<file path="config.mk">
export PLATFORM = sky130hd
export DESIGN_NAME = chained_hash_table_top_flat
export DESIGN_NICKNAME = d
export VERILOG_FILES = /design/src/rtl/cht_pkg.sv /design/src/rtl/cht_if.sv /design/src/rtl/cht_hash.sv /design/src/rtl/cht_store.sv /design/src/rtl/chained_hash_table_top.sv /design/src/flat_wrapper.sv
export SDC_FILE = /design/constraint.sdc
export NUM_CORES = 2
export LEC_CHECK = 0
export BUFFER_PORTS_ARGS = -buffer_cell sky130_fd_sc_hd__buf_2
export CAP_MARGIN = 20
export CORE_ASPECT_RATIO = 0.75
export CORE_UTILIZATION = 45
export CTS_CLUSTER_DIAMETER = 120
export CTS_CLUSTER_SIZE = 30
export DETAILED_ROUTE_END_ITERATION = 16
export PLACE_DENSITY_LB_ADDON = 0.12
export RECOVER_POWER = 25
export SYNTH_ARGS = -nofsm -noshare
export SYNTH_HDL_FRONTEND = slang
export SYNTH_HIERARCHICAL = 1
export SYNTH_SLANG_ARGS = --single-unit
</file>
<file path="constraint.sdc">
create_clock -name clock -period 9.7 [get_ports clock]
set_clock_uncertainty 0.05 [all_clocks]
set_input_delay 0.97 -clock clock [delete_from_list [all_inputs] [get_ports clock]]
set_output_delay 0.97 -clock clock [all_outputs]
set_load 0.005 [all_outputs]
</file>
<file path="src/rtl/cht_pkg.sv">
// ----------------------------------------------------------------------------
// cht_pkg
// Shared types and constants of the chained hash table.
// ----------------------------------------------------------------------------
package cht_pkg;

   // Default sizes, handed to the top level parameters
   localparam int BUCKETS_DEF    = 8;
   localparam int POOL_NODES_DEF = 64;

   // Fixed field widths
   localparam int KEY_W = 16;
   localparam int PAY_W = 32;
   localparam int POS_W = 7;

   // Position saturates at the top of its field
   localparam int POS_MAX = 127;

   // Operation codes
   typedef enum logic {
      OP_INSERT = 1'b0,
      OP_FIND   = 1'b1
   } op_type;

   // Sequencer states
   typedef enum logic [2:0] {
      ST_IDLE,
      ST_HASH,
      ST_HEAD,
      ST_LINK,
      ST_WALK,
      ST_RESP
   } state_type;

   // Strobes from the sequencer to the table storage
   typedef struct packed {
      logic head_rd;
      logic head_wr;
      logic node_rd;
      logic node_wr;
   } store_ctl_type;

endpackage

</file>
<file path="src/rtl/cht_if.sv">
// ----------------------------------------------------------------------------
// cht_req_if / cht_rsp_if
// Valid/ready channels for request items and result items.
// ----------------------------------------------------------------------------
interface cht_req_if;
   logic                        valid;
   logic                        ready;
   logic                        operation;
   logic [cht_pkg::KEY_W-1:0]   key;
   logic [cht_pkg::PAY_W-1:0]   payload;

   modport source (output valid, output operation, output key, output payload,
                   input ready);
   modport sink   (input valid, input operation, input key, input payload,
                   output ready);
endinterface

interface cht_rsp_if;
   logic                        valid;
   logic                        ready;
   logic                        found;
   logic [cht_pkg::POS_W-1:0]   position;
   logic [cht_pkg::PAY_W-1:0]   result_payload;
   logic                        pool_full;

   modport source (output valid, output found, output position,
                   output result_payload, output pool_full, input ready);
   modport sink   (input valid, input found, input position,
                   input result_payload, input pool_full, output ready);
endinterface

</file>
<file path="src/rtl/cht_hash.sv">
// ----------------------------------------------------------------------------
// cht_hash
// Bucket index unit: key mod BUCKETS by reciprocal multiplication, then a
// multiply-back and subtract, one registered step per cycle.
// ----------------------------------------------------------------------------
module cht_hash #(
   parameter int BUCKETS = cht_pkg::BUCKETS_DEF
) (
   input  logic                       clock,
   input  logic                       reset,
   input  logic                       start,
   input  logic [cht_pkg::KEY_W-1:0]  key,
   output logic                       done,
   output logic [((BUCKETS > 1) ? $clog2(BUCKETS) : 1)-1:0] bucket
);

   localparam int BKT_W  = (BUCKETS > 1) ? $clog2(BUCKETS) : 1;
   localparam int LOG_B  = $clog2(BUCKETS);
   localparam int SHIFT  = cht_pkg::KEY_W + LOG_B;
   localparam int RCP_W  = cht_pkg::KEY_W + 1;
   localparam int PROD_W = cht_pkg::KEY_W + RCP_W;
   // ceil(2^SHIFT / BUCKETS) gives the exact quotient for every 16-bit key
   localparam logic [63:0] RCP_FULL =
      ((64'd1 << SHIFT) + 64'(BUCKETS) - 64'd1) / 64'(BUCKETS);
   localparam logic [RCP_W-1:0] RCP = RCP_FULL[RCP_W-1:0];

   logic [cht_pkg::KEY_W-1:0] key_ff;
   logic [cht_pkg::KEY_W-1:0] quo_ff;
   logic [cht_pkg::KEY_W-1:0] quo_in;
   logic [PROD_W-1:0]         prod;
   logic [cht_pkg::KEY_W-1:0] back;
   logic [BKT_W-1:0]          rem_ff;
   logic [BKT_W-1:0]          rem_in;
   logic                      mul_ff;
   logic                      sub_ff;
   logic                      done_ff;

   // Quotient by reciprocal multiply
   assign prod   = PROD_W'(key_ff) * PROD_W'(RCP);
   assign quo_in = cht_pkg::KEY_W'(prod >> SHIFT);

   // Remainder: key minus quotient times bucket count, always below BUCKETS
   assign back   = quo_ff * cht_pkg::KEY_W'(BUCKETS);
   assign rem_in = BKT_W'(key_ff - back);

   // Control: start, multiply, subtract, done
   always_ff @(posedge clock) begin
      if (reset) begin
         mul_ff  <= 1'b0;
         sub_ff  <= 1'b0;
         done_ff <= 1'b0;
      end else begin
         mul_ff  <= start;
         sub_ff  <= mul_ff;
         done_ff <= sub_ff;
      end
   end

   // Datapath
   always_ff @(posedge clock) begin
      if (start) begin
         key_ff <= key;
      end
      if (mul_ff) begin
         quo_ff <= quo_in;
      end
      if (sub_ff) begin
         rem_ff <= rem_in;
      end
   end

   assign done   = done_ff;
   assign bucket = rem_ff;

endmodule

</file>
<file path="src/rtl/cht_store.sv">
// ----------------------------------------------------------------------------
// cht_store
// Bucket head memory with per-bucket valid bits, and the node pool memory
// (key, payload, next link). Reads are registered.
// ----------------------------------------------------------------------------
module cht_store #(
   parameter int BUCKETS    = cht_pkg::BUCKETS_DEF,
   parameter int POOL_NODES = cht_pkg::POOL_NODES_DEF
) (
   input  logic                          clock,
   input  logic                          reset,
   input  cht_pkg::store_ctl_type        ctl,
   input  logic [((BUCKETS > 1) ? $clog2(BUCKETS) : 1)-1:0]          bucket,
   input  logic [((POOL_NODES > 1) ? $clog2(POOL_NODES) : 1)-1:0]    head_wdata,
   output logic [((POOL_NODES > 1) ? $clog2(POOL_NODES) : 1)-1:0]    head_rdata,
   output logic                          head_valid,
   input  logic [((POOL_NODES > 1) ? $clog2(POOL_NODES) : 1)-1:0]    node_waddr,
   input  logic [cht_pkg::KEY_W-1:0]     node_wkey,
   input  logic [cht_pkg::PAY_W-1:0]     node_wpay,
   input  logic [((POOL_NODES > 1) ? $clog2(POOL_NODES) : 1)-1:0]    node_wnext,
   input  logic                          node_wnext_valid,
   input  logic [((POOL_NODES > 1) ? $clog2(POOL_NODES) : 1)-1:0]    node_raddr,
   output logic [cht_pkg::KEY_W-1:0]     node_rkey,
   output logic [cht_pkg::PAY_W-1:0]     node_rpay,
   output logic [((POOL_NODES > 1) ? $clog2(POOL_NODES) : 1)-1:0]    node_rnext,
   output logic                          node_rnext_valid
);

   localparam int NODE_W = (POOL_NODES > 1) ? $clog2(POOL_NODES) : 1;
   localparam int WORD_W = cht_pkg::KEY_W + cht_pkg::PAY_W + NODE_W + 1;

   logic [NODE_W-1:0]  head_mem [BUCKETS];
   logic [NODE_W-1:0]  head_rd_ff;
   logic [BUCKETS-1:0] head_valid_ff;
   logic [WORD_W-1:0]  node_mem [POOL_NODES];
   logic [WORD_W-1:0]  node_rd_ff;

   // Head memory
   always_ff @(posedge clock) begin
      if (ctl.head_wr) begin
         head_mem[bucket] <= head_wdata;
      end
      if (ctl.head_rd) begin
         head_rd_ff <= head_mem[bucket];
      end
   end

   // Chain valid bits, all chains empty after reset
   always_ff @(posedge clock) begin
      if (reset) begin
         head_valid_ff <= '0;
      end else if (ctl.head_wr) begin
         head_valid_ff[bucket] <= 1'b1;
      end
   end

   // Node pool memory
   always_ff @(posedge clock) begin
      if (ctl.node_wr) begin
         node_mem[node_waddr] <= {node_wkey, node_wpay, node_wnext, node_wnext_valid};
      end
      if (ctl.node_rd) begin
         node_rd_ff <= node_mem[node_raddr];
      end
   end

   assign head_rdata = head_rd_ff;
   assign head_valid = head_valid_ff[bucket];
   assign {node_rkey, node_rpay, node_rnext, node_rnext_valid} = node_rd_ff;

endmodule

</file>
<file path="src/rtl/chained_hash_table_top.sv">
// ----------------------------------------------------------------------------
// chained_hash_table_top
// Hash table with separate chaining over a fixed node pool.
// ----------------------------------------------------------------------------
// Usage:
//   req_ch carries one item per handshake: operation (insert or find), key
//   and payload. rsp_ch returns exactly one item per request, in order.
//   Insert puts a new node at the head of bucket (key mod BUCKETS); when
//   all POOL_NODES nodes are taken it changes nothing and reports pool_full.
//   Find walks the chain newest first and reports found, the 1-based
//   position of the first match (saturating at 127) and its payload.
// Timing:
//   One item at a time. Steps in order: bucket index (reciprocal multiply,
//   then multiply-back and subtract, then handoff), head read, link or
//   first node read, for a find the walk over the chain, one node per
//   cycle through the node memory read port (worst case the pool), then
//   the result register.
// Reset:
//   Synchronous; all chains empty and the pool unused. Node memory is not
//   cleared, it is only read after being written.
// Stall:
//   The result waits in an output register; the next request is accepted
//   meanwhile and its result is held back until the register frees.
// ----------------------------------------------------------------------------
module chained_hash_table_top #(
   parameter int BUCKETS    = cht_pkg::BUCKETS_DEF,
   parameter int POOL_NODES = cht_pkg::POOL_NODES_DEF
) (
   input  logic     clock,
   input  logic     reset,
   cht_req_if.sink  req_ch,
   cht_rsp_if.source rsp_ch
);

   localparam int NODE_W = (POOL_NODES > 1) ? $clog2(POOL_NODES) : 1;
   localparam int CNT_W  = $clog2(POOL_NODES + 1);
   localparam int BKT_W  = (BUCKETS > 1) ? $clog2(BUCKETS) : 1;
   localparam int EXT_W  = (CNT_W > cht_pkg::POS_W) ? CNT_W : cht_pkg::POS_W;

   cht_pkg::state_type     state_ff;
   cht_pkg::state_type     state_in;
   cht_pkg::store_ctl_type store_ctl;

   logic                       accept;
   logic                       hash_start;
   logic                       hash_done;
   logic [BKT_W-1:0]           bucket;

   cht_pkg::op_type            op_ff;
   logic [cht_pkg::KEY_W-1:0]  key_ff;
   logic [cht_pkg::PAY_W-1:0]  pay_ff;
   logic [CNT_W-1:0]           used_ff;
   logic [CNT_W-1:0]           steps_ff;
   logic                       hit_ff;
   logic [cht_pkg::PAY_W-1:0]  hit_pay_ff;
   logic                       full_ff;

   logic                       rsp_valid_ff;
   logic                       rsp_found_ff;
   logic [cht_pkg::POS_W-1:0]  rsp_pos_ff;
   logic [cht_pkg::PAY_W-1:0]  rsp_pay_ff;
   logic                       rsp_full_ff;

   logic [NODE_W-1:0]          head_rdata;
   logic                       head_valid;
   logic [NODE_W-1:0]          node_raddr;
   logic [cht_pkg::KEY_W-1:0]  node_rkey;
   logic [cht_pkg::PAY_W-1:0]  node_rpay;
   logic [NODE_W-1:0]          node_rnext;
   logic                       node_rnext_valid;

   logic                       pool_done;
   logic                       key_hit;
   logic                       out_free;
   logic [EXT_W-1:0]           steps_ext;
   logic [cht_pkg::POS_W-1:0]  pos_sat;

   assign accept    = req_ch.valid && req_ch.ready;
   assign pool_done = (used_ff == CNT_W'(POOL_NODES));
   assign key_hit   = (node_rkey == key_ff);
   assign out_free  = !rsp_valid_ff || rsp_ch.ready;

   // Saturated chain position
   assign steps_ext = EXT_W'(steps_ff);
   assign pos_sat   = (steps_ext > EXT_W'(cht_pkg::POS_MAX)) ?
                      cht_pkg::POS_W'(cht_pkg::POS_MAX) : cht_pkg::POS_W'(steps_ext);

   // Bucket index unit
   cht_hash #(
      .BUCKETS (BUCKETS)
   ) u_hash (
      .clock  (clock),
      .reset  (reset),
      .start  (hash_start),
      .key    (req_ch.key),
      .done   (hash_done),
      .bucket (bucket)
   );

   // Head and node storage
   cht_store #(
      .BUCKETS    (BUCKETS),
      .POOL_NODES (POOL_NODES)
   ) u_store (
      .clock            (clock),
      .reset            (reset),
      .ctl              (store_ctl),
      .bucket           (bucket),
      .head_wdata       (used_ff[NODE_W-1:0]),
      .head_rdata       (head_rdata),
      .head_valid       (head_valid),
      .node_waddr       (used_ff[NODE_W-1:0]),
      .node_wkey        (key_ff),
      .node_wpay        (pay_ff),
      .node_wnext       (head_rdata),
      .node_wnext_valid (head_valid),
      .node_raddr       (node_raddr),
      .node_rkey        (node_rkey),
      .node_rpay        (node_rpay),
      .node_rnext       (node_rnext),
      .node_rnext_valid (node_rnext_valid)
   );

   // Next state
   always_comb begin
      state_in = state_ff;
      unique case (state_ff)
         cht_pkg::ST_IDLE: begin
            if (accept) state_in = cht_pkg::ST_HASH;
         end
         cht_pkg::ST_HASH: begin
            if (hash_done) state_in = cht_pkg::ST_HEAD;
         end
         cht_pkg::ST_HEAD: begin
            state_in = cht_pkg::ST_LINK;
         end
         cht_pkg::ST_LINK: begin
            if (op_ff == cht_pkg::OP_FIND && head_valid) begin
               state_in = cht_pkg::ST_WALK;
            end else begin
               state_in = cht_pkg::ST_RESP;
            end
         end
         cht_pkg::ST_WALK: begin
            if (key_hit || !node_rnext_valid) state_in = cht_pkg::ST_RESP;
         end
         cht_pkg::ST_RESP: begin
            if (out_free) state_in = cht_pkg::ST_IDLE;
         end
         default: state_in = cht_pkg::ST_IDLE;
      endcase
   end

   // Sequencer outputs
   always_comb begin
      store_ctl  = '0;
      hash_start = 1'b0;
      node_raddr = node_rnext;
      unique case (state_ff)
         cht_pkg::ST_IDLE: begin
            hash_start = accept;
         end
         cht_pkg::ST_HEAD: begin
            store_ctl.head_rd = 1'b1;
         end
         cht_pkg::ST_LINK: begin
            node_raddr = head_rdata;
            if (op_ff == cht_pkg::OP_INSERT) begin
               store_ctl.node_wr = !pool_done;
               store_ctl.head_wr = !pool_done;
            end else begin
               store_ctl.node_rd = head_valid;
            end
         end
         cht_pkg::ST_WALK: begin
            store_ctl.node_rd = !key_hit && node_rnext_valid;
         end
         default: begin
         end
      endcase
   end

   // State register
   always_ff @(posedge clock) begin
      if (reset) begin
         state_ff <= cht_pkg::ST_IDLE;
         used_ff  <= '0;
      end else begin
         state_ff <= state_in;
         if (state_ff == cht_pkg::ST_LINK && op_ff == cht_pkg::OP_INSERT && !pool_done) begin
            used_ff <= used_ff + CNT_W'(1);
         end
      end
   end

   // Item registers and walk bookkeeping
   always_ff @(posedge clock) begin
      unique case (state_ff)
         cht_pkg::ST_IDLE: begin
            if (accept) begin
               op_ff   <= cht_pkg::op_type'(req_ch.operation);
               key_ff  <= req_ch.key;
               pay_ff  <= req_ch.payload;
               hit_ff  <= 1'b0;
               full_ff <= 1'b0;
            end
         end
         cht_pkg::ST_LINK: begin
            steps_ff <= CNT_W'(1);
            if (op_ff == cht_pkg::OP_INSERT) full_ff <= pool_done;
         end
         cht_pkg::ST_WALK: begin
            if (key_hit) begin
               hit_ff     <= 1'b1;
               hit_pay_ff <= node_rpay;
            end else begin
               steps_ff <= steps_ff + CNT_W'(1);
            end
         end
         default: begin
         end
      endcase
   end

   // Result register
   always_ff @(posedge clock) begin
      if (reset) begin
         rsp_valid_ff <= 1'b0;
      end else if (state_ff == cht_pkg::ST_RESP && out_free) begin
         rsp_valid_ff <= 1'b1;
      end else if (rsp_ch.ready) begin
         rsp_valid_ff <= 1'b0;
      end
   end

   always_ff @(posedge clock) begin
      if (state_ff == cht_pkg::ST_RESP && out_free) begin
         rsp_found_ff <= hit_ff;
         rsp_pos_ff   <= hit_ff ? pos_sat : '0;
         rsp_pay_ff   <= hit_ff ? hit_pay_ff : '0;
         rsp_full_ff  <= full_ff;
      end
   end

   assign req_ch.ready          = (state_ff == cht_pkg::ST_IDLE);
   assign rsp_ch.valid          = rsp_valid_ff;
   assign rsp_ch.found          = rsp_found_ff;
   assign rsp_ch.position       = rsp_pos_ff;
   assign rsp_ch.result_payload = rsp_pay_ff;
   assign rsp_ch.pool_full      = rsp_full_ff;

endmodule

</file>
<file path="src/flat_wrapper.sv">
// flat-port wrapper written by rule: the top's interface ports become plain ports
module chained_hash_table_top_flat 
#(
   parameter int BUCKETS    = cht_pkg::BUCKETS_DEF,
   parameter int POOL_NODES = cht_pkg::POOL_NODES_DEF
)
  (clock, reset, req_ch_valid, req_ch_operation, req_ch_key, req_ch_payload, req_ch_ready, rsp_ch_valid, rsp_ch_found, rsp_ch_position, rsp_ch_result_payload, rsp_ch_pool_full, rsp_ch_ready);
  cht_req_if req_ch_i ();
  cht_rsp_if rsp_ch_i ();
  input  logic clock;
  input  logic reset;
  input wire logic [$bits(req_ch_i.valid)-1:0] req_ch_valid;
  input wire logic [$bits(req_ch_i.operation)-1:0] req_ch_operation;
  input wire logic [$bits(req_ch_i.key)-1:0] req_ch_key;
  input wire logic [$bits(req_ch_i.payload)-1:0] req_ch_payload;
  output wire logic [$bits(req_ch_i.ready)-1:0] req_ch_ready;
  output wire logic [$bits(rsp_ch_i.valid)-1:0] rsp_ch_valid;
  output wire logic [$bits(rsp_ch_i.found)-1:0] rsp_ch_found;
  output wire logic [$bits(rsp_ch_i.position)-1:0] rsp_ch_position;
  output wire logic [$bits(rsp_ch_i.result_payload)-1:0] rsp_ch_result_payload;
  output wire logic [$bits(rsp_ch_i.pool_full)-1:0] rsp_ch_pool_full;
  input wire logic [$bits(rsp_ch_i.ready)-1:0] rsp_ch_ready;
  assign req_ch_i.valid = req_ch_valid;
  assign req_ch_i.operation = req_ch_operation;
  assign req_ch_i.key = req_ch_key;
  assign req_ch_i.payload = req_ch_payload;
  assign req_ch_ready = req_ch_i.ready;
  assign rsp_ch_valid = rsp_ch_i.valid;
  assign rsp_ch_found = rsp_ch_i.found;
  assign rsp_ch_position = rsp_ch_i.position;
  assign rsp_ch_result_payload = rsp_ch_i.result_payload;
  assign rsp_ch_pool_full = rsp_ch_i.pool_full;
  assign rsp_ch_i.ready = rsp_ch_ready;
  chained_hash_table_top #(.BUCKETS(BUCKETS), .POOL_NODES(POOL_NODES)) u_core (.clock(clock), .reset(reset), .req_ch(req_ch_i), .rsp_ch(rsp_ch_i));
endmodule
</file>
### Yosys cells after proc, flatten, opt, wreduce, memory -nomap -nowiden

Memories as Yosys holds them, arrays and structs flattened. A register that Yosys moved wholly into a read port is not among the register bits.
Index checks and enable logic that the tools add are counted.

* add/subtract/negate cells: 3
* $lt $le $gt $ge: 3
* equality and inequality tests: 14
* multiplexer cells: 29
* bitwise logic cells: 2
* reduce and logical (&&, ||, !) cells: 24

Operators with widths (count)
* $pmux W3 S6: 1
* $eq A16 B16 Y1: 1
* $mux W1: 15
* $add A7 B1 Y7 const B: 2
* $mux W7: 2
* $pmux W7 S2: 1
* $mux W3: 4
* $ne A2 B2 Y1 const B: 4
* $or A8 B8 Y8: 1
* $reduce_bool A2 Y1: 4
* $eq A7 B7 Y1 const B: 1
* $gt A7 B7 Y1 const B: 1
* $logic_and A1 B1 Y1: 7
* $eq A3 B2 Y1 const B: 2
* $eq A3 B3 Y1 const B: 2
* $mux W6: 1
* $ne A2 B1 Y1 const B: 3
* $pmux W1 S2: 3
* $reduce_and A2 Y1: 3
* $reduce_and A3 Y1: 2
* $logic_not A1 Y1: 4
* $lt A3 B4 Y1 const B: 1
* $reduce_and A4 Y1: 1
* $bmux W1 S3: 1
* other kinds (7): 8

* flip-flop bits (word level): 159
* RAM bits: 3568
* bits of input ports: 53
* output and inout port bits: 43
* logic and storage cells: 97
* memories kept: 2

Memory list
* u_core.u_store.node_mem: depth 64, bits a word 55, read ports 1, clocked after Yosys merged registers in 1, wr ports 1, line cht_store.sv:35 `logic [WORD_W-1:0] node_mem [POOL_NODES];`
* u_core.u_store.head_mem: depth 8, bits a word 6, read ports 1, clocked after Yosys merged registers in 1, wr ports 1, line cht_store.sv:32 `logic [NODE_W-1:0] head_mem [BUCKETS];`

### Depth between registers and ports, before layout

* depth after elaboration: 6
* depth in mapped cells: 13
* mapped depth without buffers: 9

### By module

Netlist, hierarchy kept.

By module, submodules not included
* cht_store: instances 1, cells each 6016, area an instance 137383.0 um^2, sequential area each 109134.7 um^2
* chained_hash_table_top: instances 1, cells each 305, area an instance 5278.8 um^2, sequential area each 4154.0 um^2
* cht_hash: instances 1, cells each 12, area an instance 259.0 um^2, sequential area each 240.2 um^2

### Worst setup path before layout

Ideal clock, no wire load.

* path type: register -> register
* start: register u_core.u_hash.rem_ff[1] (netlist: u_core/u_hash/bucket[1])
* end: register u_core.u_store.node_rd_ff[0], read port of u_core.u_store.node_mem (enable)
* setup time: 482 ps
* arrival: 4262 ps
* required time: 9168 ps
* setup slack: 4905 ps
* cell stages (with the launch flop): 6
* path buffers: 1
* clock period less this slack: 4795 ps
* path through: edfxtp_1 -> clkbuf_1 -> mux4_2 -> mux2_2 -> nand2_1 -> o2bb2ai_1

RTL lines
* start, declared: line cht_hash.sv:32 `logic [BKT_W-1:0] rem_ff;`
* start signal, assigned: line cht_hash.sv:68 `rem_ff <= rem_in;`
* end, declared: line cht_store.sv:36 `logic [WORD_W-1:0] node_rd_ff;`

==> flow_summary.yaml <==
yosys:
  complex_gate_fraction_of_the_synthesized_area: 0.02746
  post-synth-top-area-fraction: 0.7913
  async_reset_ff_frac: 0
  synth-simple-area-share: 0.01778
  yosys-top-cells-area: "edfxtp_1, mux4_2, mux2i_1"
  warning_count_from_the_yosys_run: 6
  synth_seq_area_share: 0.7943
  largest_family_of_logic_cells_by_synthesized_area: "multiplexers"
  netlist_instances: 6333
  synth-edff-count: 3766
  synth_nets: 6389
  synth_top_flop_cell: "edfxtp_1"
  adder_and_majority_cell_fraction_of_the_synthesized_area: 0.0002626
  yosys_register_bits: 3788
  synth_area_mm2: 0.1429
  synth_xor_area_frac: 0.001655
  cell_accounting_for_the_most_synthesized_area: "edfxtp_1"
  synth.avg_cell_area_um2: 22.57
  muxShareOfSynthArea: 0.1453
  synth_cell_types: 58
critical_path:
  critical_path_end_type: "flip-flop"
  max_stage_delay_ns: 2.02
  timing.critical_path.fanout_max: 65
  critical_path_buf_inv_count: 3
  crit_path_cell_trace: "clkbuf_1, xor2_1, nor4_1, nand4_1, o2bb2ai_4, buf_4, buf_4"
  worstSetupPathType: "flip-flop to flip-flop"
  worst_ep_arrival_time_ns: 7.31
  critPathLaunchType: "flip-flop"
  critical_path_required_ns: 10.19
  crit_slowest_cell: "clkbuf_1"
  timing.critical_path.max_delay_family: "buffers and inverters"
  worst_path_most_repeated_cell: "buf_4"
cts:
  tritoncts_num_sinks: 3788
  clock_latency_ns: 0.91
  ctsResizeCount: 0
  cts.htree.levels: 4
  clockRootBuffer: "clkbuf_16"
  ctsLongestPathBuffers: 4
  path_clk_slew_ns: 0.12
  numCtsBuffers: 152
  tritoncts: "done"
  post_cts_buffers: 0
  cts_hold_repair.buffers: 0
flow_run:
  max_cap_violations: 37
floorplan:
  die_h_um: 490.1
  io_pins: 96
  initial_utilization: 0.4542
  die-width_um: 652.7
  core-area_mm2: 0.3147
  std_cell_rows: 178
  die_area_mm2: 0.3199
sta:
  rsz0062_at_grt: "no"
  timing.max_slew.rel_slack: -1.090
  maxClockFrequency_ghz: 0.1465
  final.min_clock_period_ns: 6.825
  slew_viol_final: 2419
  final-setup-viol-count: 0
  totalNegativeSetupSlack_ns: 0
  final_min_period_over_clock_period: 0.7036
  timing.final.hold_violations: 0
  tightestPinTransition_ns: 3.135
cells_and_area:
  finalCoreUtilization: 0.4881
  syn2layout_area_growth_pct: 7.465
  fraction_of_final_layout_cells_with_drive_strength_greater_than_1: 0.2162
  layout.filler_cells: 25191
  final_net_count: 6545
  layout.area.seq_mm2: 0.1135
  multi_input_area_mm2: 0.02818
routing:
  drt_pre_antenna_iters: 6
  detail_route.wirelength_mm: 406.8
  detailroute.via_count: 69387
  ant_nets: 0
  post_drt_via_cell_ratio: 6.462
  dr.first_iter.drc_count: 10419
  routed_wire_length_per_instance_um: 37.89
  remaining_drc_errors: 0
global_routing:
  grt_first_pass_wirelength_mm: 555.6
  grt_start_max_net_pins: 106
  grt_util_all_layers: 0.2509
  gr-total-overflow: 0
  number_of_global_route_vias_before_repair: 66317
  antenna_found_initial: 18
min_path:
  worst_min_delay_path_category: "input pin to flip-flop"
outcome:
  violations: "capacitance limit, slew limit"
  status: "finished with violations"
placement:
  globalplace.congestion: 0.7786
  placement.io_buffers: 95
  dp.final_hpwl_mm: 230.5
power_and_ir_drop:
  p_leak_nw: 46.39
  power_per_cell_area_mw_per_mm2: 170.2
  worst_ir_drop_vdd_uv: 139.3
## area by class of cell
| type | count | share of cell area |
|---|---|---|
| Antenna cell | 5 | 0.00008146 |
| Multi-Input combinational cell | 2180 | 0.1835 |
| Timing Repair Buffer | 361 | 0.01689 |
| Clock buffer | 162 | 0.02542 |
| Tap cell | 4230 | 0.03446 |
| Clock inverter | 5 | 0.0003503 |
| Sequential cell | 3788 | 0.7392 |
| Inverter | 6 | 0.0001629 |
## where the power goes
group | internal [mW] | switching (mW) | total [mW]
Clock | 2.93 | 4.81 | 7.73
Combinational | 0.0483 | 0.329 | 0.377
Sequential | 18.0 | 0.00941 | 18.0
Total | 21.0 | 5.14 | 26.1
## state kept, by name, indices dropped and copies added (netlist names), 3 cells and up
signal                        count
u_core/hit_pay_ff                32
u_core/key_ff                    16
u_core/pay_ff                    32
u_core/rsp_ch.position            7
u_core/rsp_ch.result_payload     32
u_core/state_ff                   3
u_core/steps_ext                  7
u_core/u_hash/bucket              3
u_core/u_hash/key_ff              3
u_core/u_store/head_mem          48
u_core/u_store/head_rdata         6
u_core/u_store/head_valid_ff      8
u_core/u_store/node_mem        3520
u_core/u_store/node_rd_ff        55
u_core/used_ff                    7
## stage by stage
step / cell area (um^2) / setup WS [ns] / power [mW] / instances / hold WS, ns
after detailed placement: 149800 / 3.935 / 18.77 / 10564 / 0.3545
after CTS: 153700 / 3.909 / 26.28 / 10731 / 0.1109
final: 153600 / 2.875 / 26.14 / 10737 / 0.1748
after global routing: 153600 / 2.550 / 26.79 / 10733 / 0.1352
after global placement: 149600 / 4.002 / 18.75 / 10557 / 0.3565
after floorplan: 142900 / 4.905 / 18.56 / 6333 / 0.3503
## final timing paths
| kind | from | end | slack, ns | depth (start not counted) |
|---|---|---|---|---|
| worst max-delay path | u_core/key_ff[3] | u_core/u_store/node_rd_ff[20] | 2.87 | 7 |
| worst min-delay path | req_ch_key[4] | u_core/key_ff[4] | 0.17 | 1 |
| worst max register to register | u_core/key_ff[3] | u_core/u_store/node_rd_ff[20] | 2.87 | 7 |
| worst min register to register | u_core/u_hash/key_ff[1] | u_core/u_hash/bucket[1] | 0.38 | 0 |
## worst register-to-register path, delay by kind of cell, from the launching register on
family | cells | cell delay [ns]
AOI/OAI and AO/OA | 1 | 0.40
and+or+nand+nor | 2 | 1.65
xor gates and xnor gates | 1 | 0.91
DFF | 1 | 0.34
buffers and inverters | 3 | 3.09
## kinds of logic (layout without fill, tap and decap cells)
| group | after synthesis | count (layout) |
|---|---|---|
| AOI/OAI and AO/OA | 548 | 548 |
| xor gates and xnor gates | 27 | 27 |
| adders and majority gates | 3 | 3 |
| buffers and inverters | 365 | 534 |
| DFF | 3788 | 3788 |
| muxes | 1095 | 1095 |
| other | 0 | 5 |
| and+or+nand+nor | 507 | 507 |
## cells in the final DEF, fill, tap and decap left out, types with 22 or more instances in the layout
master / netlist / layout
nand3_1: 28 / 26
nor2_4: 0 / 66
a311oi_1: 52 / 52
clkbuf_16: 0 / 155
nor4_1: 49 / 47
o22ai_1: 197 / 197
and2_1: 42 / 34
nand2_1: 87 / 82
buf_2: 132 / 88
clkbuf_1: 131 / 54
a21oi_1: 65 / 65
buf_4: 47 / 203
dfxtp_1: 22 / 22
edfxtp_1: 3766 / 3766
mux2i_1: 273 / 273
nor2_1: 185 / 118
o22a_1: 37 / 37
mux4_2: 780 / 780
o221ai_1: 71 / 71
mux2_2: 42 / 36
a22oi_1: 51 / 51
nor2b_1: 32 / 27
## cell usage after synthesis (all sizes together) (51+ instances only)
library cell	instances
nand2	87
edfxtp	3766
a22oi	51
a21oi	66
o22ai	197
mux4	780
a311oi	52
o221ai	71
clkbuf	131
nor2	186
buf	228
mux2i	273
nor4	52
## routing by layer
layer  global-route usage  wire, um  up-vias
met5                    0        27        -
met4              0.04140      7239        4
met3              0.04194     37760      327
met2               0.3691    181600     3526
met1               0.4005    180200    38626
li1                     -         -    26904
(Power assumes the default switching activity.)
